**config.mk**
```make
export PLATFORM = sky130hd
export DESIGN_NAME = sha1_stream_hasher_flat
export DESIGN_NICKNAME = d
export VERILOG_FILES = /design/src/rtl/sha1s_pkg.sv /design/src/rtl/sha1s_if.sv /design/src/rtl/sha1s_round.sv /design/src/rtl/sha1_stream_hasher.sv /design/src/flat_wrapper.sv
export SDC_FILE = /design/constraint.sdc
export NUM_CORES = 2
export LEC_CHECK = 0
export ABC_CLOCK_PERIOD_IN_PS = 19980
export BUFFER_PORTS_ARGS = -buffer_cell sky130_fd_sc_hd__buf_2
export CAP_MARGIN = 20
export CORE_ASPECT_RATIO = 0.8
export CORE_UTILIZATION = 45
export DETAILED_ROUTE_END_ITERATION = 6
export HOLD_SLACK_MARGIN = 0.02
export PLACE_DENSITY = 0.64
export SYNTH_ARGS = -nofsm -noshare
export SYNTH_HDL_FRONTEND = slang
export SYNTH_SLANG_ARGS = --single-unit
```
**constraint.sdc**
```tcl
create_clock -name clk -period 19.98 [get_ports clk]
set_input_delay 3.996 -clock clk [delete_from_list [all_inputs] [get_ports clk]]
set_output_delay 3.996 -clock clk [all_outputs]
set_load 0.01 [all_outputs]
```
**src/rtl/sha1s_pkg.sv**
```systemverilog
`timescale 1ns / 1ps
// Shared types and constants of the streaming SHA-1 hasher.
package sha1s_pkg;

  localparam int unsigned ROUNDS      = 80;
  localparam int unsigned BLOCK_BYTES = 64;
  localparam int unsigned BLOCK_WORDS = 16;
  localparam int unsigned DIGEST_WORDS = 5;
  localparam int unsigned LEN_BYTES   = 8;

  localparam logic [6:0] LAST_ROUND = 7'd79;
  localparam logic [5:0] LAST_POS   = 6'd63;
  localparam logic [5:0] LEN_POS    = 6'd56;
  localparam logic [2:0] LAST_IDX   = 3'd4;
  localparam logic [7:0] PAD_MARK   = 8'h80;

  localparam logic ACT_ABSORB = 1'b0;
  localparam logic ACT_FINISH = 1'b1;

  localparam logic [31:0] IV0 = 32'h67452301;
  localparam logic [31:0] IV1 = 32'hEFCDAB89;
  localparam logic [31:0] IV2 = 32'h98BADCFE;
  localparam logic [31:0] IV3 = 32'h10325476;
  localparam logic [31:0] IV4 = 32'hC3D2E1F0;

  localparam logic [31:0] K0 = 32'h5A827999;
  localparam logic [31:0] K1 = 32'h6ED9EBA1;
  localparam logic [31:0] K2 = 32'h8F1BBCDC;
  localparam logic [31:0] K3 = 32'hCA62C1D6;

  // Working variables of the compression.
  typedef struct packed {
    logic [31:0] a;
    logic [31:0] b;
    logic [31:0] c;
    logic [31:0] d;
    logic [31:0] e;
  } work_t;

endpackage

```
**src/rtl/sha1s_if.sv**
```systemverilog
`timescale 1ns / 1ps
// Valid/ready channel interfaces for message bytes in and digest words out.
interface sha1s_in_if;
  logic       valid;
  logic       ready;
  logic       action;
  logic [7:0] data_byte;

  modport source (output valid, action, data_byte, input ready);
  modport sink   (input valid, action, data_byte, output ready);
endinterface

interface sha1s_out_if;
  logic        valid;
  logic        ready;
  logic [31:0] digest_word;
  logic [2:0]  word_index;
  logic        last_word;

  modport source (output valid, digest_word, word_index, last_word, input ready);
  modport sink   (input valid, digest_word, word_index, last_word, output ready);
endinterface

```
**src/rtl/sha1s_round.sv**
```systemverilog
`timescale 1ns / 1ps
// One SHA-1 round: the shared function, constant and adder of the compression.
module sha1s_round (
  input  logic [6:0]       round,
  input  logic [31:0]      w,
  input  sha1s_pkg::work_t cur,
  output sha1s_pkg::work_t nxt
);

  logic [31:0] f;
  logic [31:0] k;
  logic [31:0] t;

  always_comb begin
    if (round < 7'd20) begin
      f = (cur.b & cur.c) | (~cur.b & cur.d);
      k = sha1s_pkg::K0;
    end else if (round < 7'd40) begin
      f = cur.b ^ cur.c ^ cur.d;
      k = sha1s_pkg::K1;
    end else if (round < 7'd60) begin
      f = (cur.b & cur.c) | (cur.b & cur.d) | (cur.c & cur.d);
      k = sha1s_pkg::K2;
    end else begin
      f = cur.b ^ cur.c ^ cur.d;
      k = sha1s_pkg::K3;
    end
  end

  assign t = {cur.a[26:0], cur.a[31:27]} + f + cur.e + k + w;

  always_comb begin
    nxt.a = t;
    nxt.b = cur.a;
    nxt.c = {cur.b[1:0], cur.b[31:2]};
    nxt.d = cur.c;
    nxt.e = cur.d;
  end

endmodule

```
**src/rtl/sha1_stream_hasher.sv**
```systemverilog
`timescale 1ns / 1ps
// Streaming SHA-1 hasher: byte absorb, padding, 80-round compression, digest out.
// Absorb: each byte is shifted into the block buffer; the 64th byte of a block starts
//   the 80 rounds on the shared round unit, then the result is folded into the chain.
// Finish: pad bytes are written up to the block end, each full block is compressed
//   (two blocks when the marker lands at 56..63), then five digest words are emitted.
// Input: bytes wait while padding, compressing (one round per cycle) or emitting.
// Reset: synchronous; chain loads the initial hash values, byte count clears, idle.
module sha1_stream_hasher (
  input  logic clk,
  input  logic rst,
  sha1s_in_if.sink    data_in,
  sha1s_out_if.source digest_out
);

  typedef enum logic [2:0] {
    S_IDLE,
    S_PAD,
    S_ROUND,
    S_FOLD,
    S_EMIT
  } state_t;

  state_t state;

  // Chaining words H0..H4.
  logic [31:0] chain [sha1s_pkg::DIGEST_WORDS];
  // Block buffer doubles as the schedule shift line: word 0 is the oldest.
  logic [31:0] sched [sha1s_pkg::BLOCK_WORDS];
  sha1s_pkg::work_t work;
  sha1s_pkg::work_t work_next;

  // Byte count modulo 2^61 gives the bit length modulo 2^64.
  logic [60:0] count;
  logic [5:0]  fill;        // next byte position in the block
  logic [63:0] len_bits;    // bit length, shifted out big-endian during padding
  logic [6:0]  round;
  logic [2:0]  emit_idx;

  logic pad_first;    // marker byte still to be written
  logic zero_block;   // marker landed late: this block carries no length
  logic padding;      // finish in progress
  logic last_block;   // block under compression ends the message

  logic [7:0]  pad_byte;
  logic [31:0] sched_new;
  logic        in_fire;
  logic        out_fire;

  assign in_fire  = data_in.valid && data_in.ready;
  assign out_fire = digest_out.valid && digest_out.ready;

  assign data_in.ready          = (state == S_IDLE);
  assign digest_out.valid       = (state == S_EMIT);
  assign digest_out.digest_word = chain[emit_idx];
  assign digest_out.word_index  = emit_idx;
  assign digest_out.last_word   = (emit_idx == sha1s_pkg::LAST_IDX);

  // Pad byte: marker first, then zeros, then the length in the last eight slots.
  always_comb begin
    if (pad_first) begin
      pad_byte = sha1s_pkg::PAD_MARK;
    end else if (!zero_block && (fill >= sha1s_pkg::LEN_POS)) begin
      pad_byte = len_bits[63:56];
    end else begin
      pad_byte = 8'h00;
    end
  end

  // Message expansion tap: W[t+16] = rotl1(W[t+13] ^ W[t+8] ^ W[t+2] ^ W[t]).
  always_comb begin
    sched_new = sched[13] ^ sched[8] ^ sched[2] ^ sched[0];
    sched_new = {sched_new[30:0], sched_new[31]};
  end

  sha1s_round u_round (
    .round (round),
    .w     (sched[0]),
    .cur   (work),
    .nxt   (work_next)
  );

  always_ff @(posedge clk) begin
    if (rst) begin
      state      <= S_IDLE;
      chain[0]   <= sha1s_pkg::IV0;
      chain[1]   <= sha1s_pkg::IV1;
      chain[2]   <= sha1s_pkg::IV2;
      chain[3]   <= sha1s_pkg::IV3;
      chain[4]   <= sha1s_pkg::IV4;
      count      <= '0;
      fill       <= '0;
      round      <= '0;
      emit_idx   <= '0;
      pad_first  <= 1'b0;
      zero_block <= 1'b0;
      padding    <= 1'b0;
      last_block <= 1'b0;
    end else begin
      case (state)
        S_IDLE: begin
          if (in_fire) begin
            if (data_in.action == sha1s_pkg::ACT_ABSORB) begin
              // Shift the byte into the block buffer.
              for (int i = 0; i < 15; i++) begin
                sched[i] <= {sched[i][23:0], sched[i+1][31:24]};
              end
              sched[15] <= {sched[15][23:0], data_in.data_byte};
              count     <= count + 61'd1;
              fill      <= fill + 6'd1;
              if (fill == sha1s_pkg::LAST_POS) begin
                work       <= {chain[0], chain[1], chain[2], chain[3], chain[4]};
                round      <= '0;
                last_block <= 1'b0;
                padding    <= 1'b0;
                state      <= S_ROUND;
              end
            end else begin
              len_bits   <= {count, 3'b000};
              pad_first  <= 1'b1;
              zero_block <= 1'b0;
              padding    <= 1'b1;
              state      <= S_PAD;
            end
          end
        end

        S_PAD: begin
          for (int i = 0; i < 15; i++) begin
            sched[i] <= {sched[i][23:0], sched[i+1][31:24]};
          end
          sched[15] <= {sched[15][23:0], pad_byte};
          fill      <= fill + 6'd1;
          if (pad_first) begin
            pad_first <= 1'b0;
            // Marker at 56..62 leaves no room for the length: this block carries none.
            if ((fill >= sha1s_pkg::LEN_POS) && (fill != sha1s_pkg::LAST_POS)) begin
              zero_block <= 1'b1;
            end
          end else if (!zero_block && (fill >= sha1s_pkg::LEN_POS)) begin
            len_bits <= {len_bits[55:0], 8'h00};
          end
          if (fill == sha1s_pkg::LAST_POS) begin
            // Block full: compress it; a late marker leaves no room for length.
            work       <= {chain[0], chain[1], chain[2], chain[3], chain[4]};
            round      <= '0;
            last_block <= !zero_block && !pad_first;
            zero_block <= 1'b0;
            state      <= S_ROUND;
          end
        end

        S_ROUND: begin
          work <= work_next;
          for (int i = 0; i < 15; i++) begin
            sched[i] <= sched[i+1];
          end
          sched[15] <= sched_new;
          if (round == sha1s_pkg::LAST_ROUND) begin
            round <= '0;
            state <= S_FOLD;
          end else begin
            round <= round + 7'd1;
          end
        end

        S_FOLD: begin
          chain[0] <= chain[0] + work.a;
          chain[1] <= chain[1] + work.b;
          chain[2] <= chain[2] + work.c;
          chain[3] <= chain[3] + work.d;
          chain[4] <= chain[4] + work.e;
          if (last_block) begin
            emit_idx <= '0;
            state    <= S_EMIT;
          end else if (padding) begin
            state <= S_PAD;
          end else begin
            state <= S_IDLE;
          end
        end

        S_EMIT: begin
          if (out_fire) begin
            if (emit_idx == sha1s_pkg::LAST_IDX) begin
              // Digest delivered: re-initialize for the next message.
              chain[0]   <= sha1s_pkg::IV0;
              chain[1]   <= sha1s_pkg::IV1;
              chain[2]   <= sha1s_pkg::IV2;
              chain[3]   <= sha1s_pkg::IV3;
              chain[4]   <= sha1s_pkg::IV4;
              count      <= '0;
              fill       <= '0;
              emit_idx   <= '0;
              padding    <= 1'b0;
              last_block <= 1'b0;
              state      <= S_IDLE;
            end else begin
              emit_idx <= emit_idx + 3'd1;
            end
          end
        end

        default: begin
          state <= S_IDLE;
        end
      endcase
    end
  end

endmodule
```
**src/flat_wrapper.sv**
```systemverilog
// flat-port wrapper written by rule: the top's interface ports become plain ports
module sha1_stream_hasher_flat 
  (clk, rst, data_in_valid, data_in_action, data_in_data_byte, data_in_ready, digest_out_valid, digest_out_digest_word, digest_out_word_index, digest_out_last_word, digest_out_ready);
  sha1s_in_if data_in_i ();
  sha1s_out_if digest_out_i ();
  input  logic clk;
  input  logic rst;
  input wire logic [$bits(data_in_i.valid)-1:0] data_in_valid;
  input wire logic [$bits(data_in_i.action)-1:0] data_in_action;
  input wire logic [$bits(data_in_i.data_byte)-1:0] data_in_data_byte;
  output wire logic [$bits(data_in_i.ready)-1:0] data_in_ready;
  output wire logic [$bits(digest_out_i.valid)-1:0] digest_out_valid;
  output wire logic [$bits(digest_out_i.digest_word)-1:0] digest_out_digest_word;
  output wire logic [$bits(digest_out_i.word_index)-1:0] digest_out_word_index;
  output wire logic [$bits(digest_out_i.last_word)-1:0] digest_out_last_word;
  input wire logic [$bits(digest_out_i.ready)-1:0] digest_out_ready;
  assign data_in_i.valid = data_in_valid;
  assign data_in_i.action = data_in_action;
  assign data_in_i.data_byte = data_in_data_byte;
  assign data_in_ready = data_in_i.ready;
  assign digest_out_valid = digest_out_i.valid;
  assign digest_out_digest_word = digest_out_i.digest_word;
  assign digest_out_word_index = digest_out_i.word_index;
  assign digest_out_last_word = digest_out_i.last_word;
  assign digest_out_i.ready = digest_out_ready;
  sha1_stream_hasher u_core (.clk(clk), .rst(rst), .data_in(data_in_i), .digest_out(digest_out_i));
endmodule
```
# After elaboration in Yosys (flattened, before gate mapping)
# Memories as Yosys holds them, arrays and structs flattened. A register that Yosys moved wholly into a read port is not among the register bits.
# Index checks and enable logic that the tools add are counted.
# word_totals
word_cells,265
ff_bits,308
output_inout_bits,38
n_memories,2
input_bits,13
mem_bits_rw,672
# classes
reduce_logical,24
eq_ne,22
n_lt_le_gt_ge,4
bitwise,56
addsub,13
n_mux,129
# memory_table
name,words,word_bits,read_ports,rd_ports_with_merged_regs,wr,line,text
u_core.sched,16,32,16,0,16,sha1_stream_hasher.sv:29,logic [31:0] sched [sha1s_pkg::BLOCK_WORDS];
u_core.chain,5,32,6,1,5,sha1_stream_hasher.sv:27,logic [31:0] chain [sha1s_pkg::DIGEST_WORDS];
# ops
op,count
32-bit 2-to-1 mux,47
160-bit 2-to-1 mux,3
160-bit case mux with 3 select lines,1
32-bit adder,9
64-bit 2-to-1 mux,4
61-bit 2-to-1 mux,4
32-bit XOR,5
32-bit bitwise AND,4
64-bit case mux with 2 select lines,1
61-bit case mux with 2 select lines,1
32-bit bitwise OR,3
61-bit by 1-bit adder with 61-bit output (second input constant),1
1-bit bitwise OR,42
1-bit 2-to-1 mux,37
3-bit 2-to-1 mux,12
32-bit NOT,1
31-bit 2-to-1 mux,1
7-bit 2-to-1 mux,4
6-bit 2-to-1 mux,4
7-bit case mux with 3 select lines,1
5-bit AND reduction,4
6-bit case mux with 3 select lines,1
8-bit 2-to-1 mux,2
3-bit case mux with 5 select lines,1
other kinds (29),55

# Logic depth before layout (Yosys ltp)
# logic_depth
word_depth,11
mapped_depth,27
depth_no_buf,24

# Hierarchy
# From an unflattened synthesis, not the netlist that was laid out.
# hier_totals
hier_cells,4518
hier_area_um2,56741.9
# by_module_without_submodules
module,area_each_um2,cells_each,instances,seq_area_each_um2
sha1_stream_hasher,50255.7,3755,1,28557.4
sha1s_round,6486.2,763,1,0.0

# Worst setup path before layout
# Ideal clock, no wire load.
# synth_path
path_type,input port to flip-flop
startpoint,in data_in_valid
endpoint,mem u_core.sched[0][0] (enable)
path_stages,3
setup_time_ps,1109
path_slack_ps,-936
required_time_ps,18871
arrival_ps,19808
path_buffers,0
cell_sequence,nor2b_1 > nand2_1 > a31oi_1
# synth_lines
element,line,text
start: declaration,flat_wrapper.sv:8,input wire logic [$bits(data_in_i.valid)-1:0] data_in_valid;
end: declaration,sha1_stream_hasher.sv:29,

==> impl_results.md <==
* Crit-path leading delay family: buffers and inverters
* Crit path buf inv count at 4
* CP Launch Type: primary input
* Flop-to-flop setup slack at 12.71 ns
* Final Core Density at 49.96%
* #FFs+latches synth at 980
* DP Cell Count at 6171
* Compound-Gate Fraction of Synth Area at 8.021%
* CTS Root Cell: clkbuf_16
* Detailed-route vias per instance at 5.620
* Reg2Reg Capture Point: u_core.work[157]$_DFFE_PP_
* Final worst setup slack at 12.17 ns
* CP cell instances: buf_2 > nor2_4 > buf_4 > buf_4 > buf_4 > mux2_2
* Power Density at 76.01 nW/um2
* Die X at 392.8 um
* Worst-path maximum fanout at 78
* Starting Density at 45.45%
* Htree depth at 3
* Post-DP Area at 57030 um2
* Most frequent cell after synthesis: edfxtp_1
* Fin crit share at 39.07%
* Vias in the first global route at 33809
* Setup CP Type: primary input to flop
* Max cap viols at 0
* Pre-antenna DRT Iters at 6
* Critical-path top delay cell: nor2_4
* Initial antenna violation count at 3
* Final setup violation count at 0
* Gpl congestion at 0.9194
* Cell variety after synth at 83
* DR WL/cell at 21.43 um
* IR drop worst, VDD at 68.70 uV
* DP HPWL at 94450 um
* Io pins at 51
* Average cell area after synthesis at 11.87 um2
* Synth area leaders: edfxtp_1 49%, mux2_2 10%, ha_1 5.1%
* Setup TNS at 0 ns
* Post_cts resized at 0
* Cell mode on critical path: buf_4
* FILL cells at 10749
* Area of the die at 123600 um2
* Leakage at 21.93 nW
* Crit end category: flop
* Crit. Startpoint: rst
* Clock Sinks at 980
* Max Buffers Root-to-Sink at 3
* Multi-input logic area at 25070 um2
* Multiplexer area fraction after synthesis at 12.00%
* Top FF cell, synth: edfxtp_1
* Post-CTS Hold Buffers at 0
* Crit path arrival time at 8.25 ns
* Unrepaired setup endpoints after global routing: false
* Crit path capture: u_core.sched[1][21]$_DFFE_PP_
* Post-CTS setup buffers at 0
* Synth Area in XOR/XNOR at 4.875%
* Ant. Diodes at 0
* WP data required at 20.43 ns
* R2R depth at 24
* Mapped Area at 54970 um2
* Post-route ant nets at 0
* Final-stage net count at 5006
* Std-Cell Core Area at 121000 um2
* EDFF count, synth at 893
* Top cells by count, synth: 893 x edfxtp_1, 701 x nand2_1, 510 x mux2_2, 303 x nor2_1, 225 x ha_1
* Simple-gate share of the synthesized area at 10.99%
* Syn Nets at 4990
* Drt drc at 0
* GRT Util Overall at 21.91%
* Initial drt markers at 3446
* CTS Buf Count at 99
* Fin. Hold Viols at 0
* PortBufs at 50
* CTS tree: done
* Share of the yosys chip area belonging to registers at 51.95%
* Vias post-DR at 35707
* FF/Latch Area at 28560 um2
* Non-filler cells, final at 6353
* Synth Instances at 4632
* Critical R2R Launch: u_core.round[4]$_SDFFE_PP0P_
* Total congestion overflow at 0
* Layout area overhead at 9.938%
* Clock transition at path regs at 0.06 ns
* Setup Skew at 0.03009 ns
* Adder-cell share of the synthesized area at 9.492%
* Largest family of logic cells by synthesized area: multiplexers
* Final Max Tran Viols at 0
* Area leader, netlist: edfxtp_1
* Post-synth ARST share at 0%
* Max Clock Freq at 0.1281 GHz
* Worst-margin pin slew at 1.100 ns
* First-pass GRT wire length at 207400 um
* Slowest stage delay, CP at 0.92 ns
* Layout cell share with drive strength beyond 1 at 17.66%
* Die Y at 314.6 um
* Worst skew pair latency at 0.72 ns
* CP Depth at 6
* Dpl ws at 11.49 ns
* Row cnt at 114
* Yosys warning count at 0
* Worst slew margin at 26.67%
* WHS at 0.4989 ns
* WL final at 136100 um
* Area share of the largest cell type after synthesis at 48.78%
* Largest net degree at the start of global routing at 175
* Overall Power at 4.593 mW
* Minimum clock period at 7.805 ns
* Final std cell area, no fill at 60430 um2
* Status: complete, no violations
* Worst min path class: flop to flop
[logic make-up (layout without fill, tap and decap cells)]
family / count (synthesis) / after routing
and+or+nand+nor: 1377 / 1377
DFF: 980 / 980
AOI/OAI and AO/OA: 677 / 677
muxes: 555 / 555
buffers and inverters: 392 / 489
adders and majority gates: 345 / 345
xor gates and xnor gates: 306 / 306
[state kept, by name, indices dropped and copies added (netlist names), named ones only]
register,flops
u_core.state,3
u_core.len_bits,61
u_core.chain,160
u_core.digest_out.word_index,3
u_core.sched,512
u_core.round,7
u_core.count,61
u_core.work,160
u_core.last_block,1
u_core.padding,1
u_core.pad_first,1
u_core.fill,6
u_core.zero_block,1
[placed cells by master (no fill, tap or decap), drive strengths merged, types with 87 or more instances in the layout]
| cell type | count |
|---|---|
| edfxtp | 893 |
| nand2 | 702 |
| mux2 | 510 |
| nor2 | 304 |
| ha | 225 |
| inv | 225 |
| a21oi | 182 |
| xnor2 | 173 |
| o21ai | 163 |
| xor2 | 133 |
| fa | 120 |
| clkbuf | 114 |
| a21o | 93 |
| buf | 89 |
| dfxtp | 87 |
[worst reg2reg max path, delay by kind of cell (launching register included)]
family / cells / cell delay (ns)
flip-flops: 1 / 0.45
AO/OA/AOI/OAI: 11 / 3.42
buffers and inverters: 5 / 0.77
adder cells (fa/ha/maj): 5 / 1.97
AND/OR/NAND/NOR: 3 / 0.44
[layout make-up]
type / count / share of cell area, %
Sequential cell: 980 / 47.26
Multi-Input combinational cell: 3260 / 41.48
Tap cell: 1624 / 3.362
Clock buffer: 114 / 4.311
Clock inverter: 68 / 1.313
Timing Repair Buffer: 89 / 0.9193
Inverter: 218 / 1.354
[layer usage]
layer  track usage (%)  part of all wire [%]
met2             31.07                    42
met4             4.404                   1.8
met3             4.386                   7.3
met1             34.41                    49
met5                 0                     0
[power breakdown]
| part | leakage (nW) | total, mW | switching, mW | internal, mW |
|---|---|---|---|---|
| Sequential | 8.63 | 2.35 | 0.0450 | 2.30 |
| Clock | 1.66 | 1.98 | 0.850 | 1.13 |
| Combinational | 11.6 | 0.261 | 0.154 | 0.106 |
| Total | 21.9 | 4.59 | 1.05 | 3.54 |
[worst min path at each step]
stage / startpoint / end / slack (ns) / cells past startpoint
6_report: u_core.last_block$_SDFFE_PP0P_ / u_core.last_block$_SDFFE_PP0P_ / 0.50 / 2
3_5_place_dp: u_core.last_block$_SDFFE_PP0P_ / u_core.last_block$_SDFFE_PP0P_ / 0.47 / 2
5_1_grt: u_core.last_block$_SDFFE_PP0P_ / u_core.last_block$_SDFFE_PP0P_ / 0.51 / 2
2_1_floorplan: u_core.last_block$_SDFFE_PP0P_ / u_core.last_block$_SDFFE_PP0P_ / 0.44 / 2
3_3_place_gp: u_core.last_block$_SDFFE_PP0P_ / u_core.last_block$_SDFFE_PP0P_ / 0.47 / 2
4_1_cts: u_core.last_block$_SDFFE_PP0P_ / u_core.last_block$_SDFFE_PP0P_ / 0.49 / 2
No activity file was read; power rests on OpenSTA's default activity.
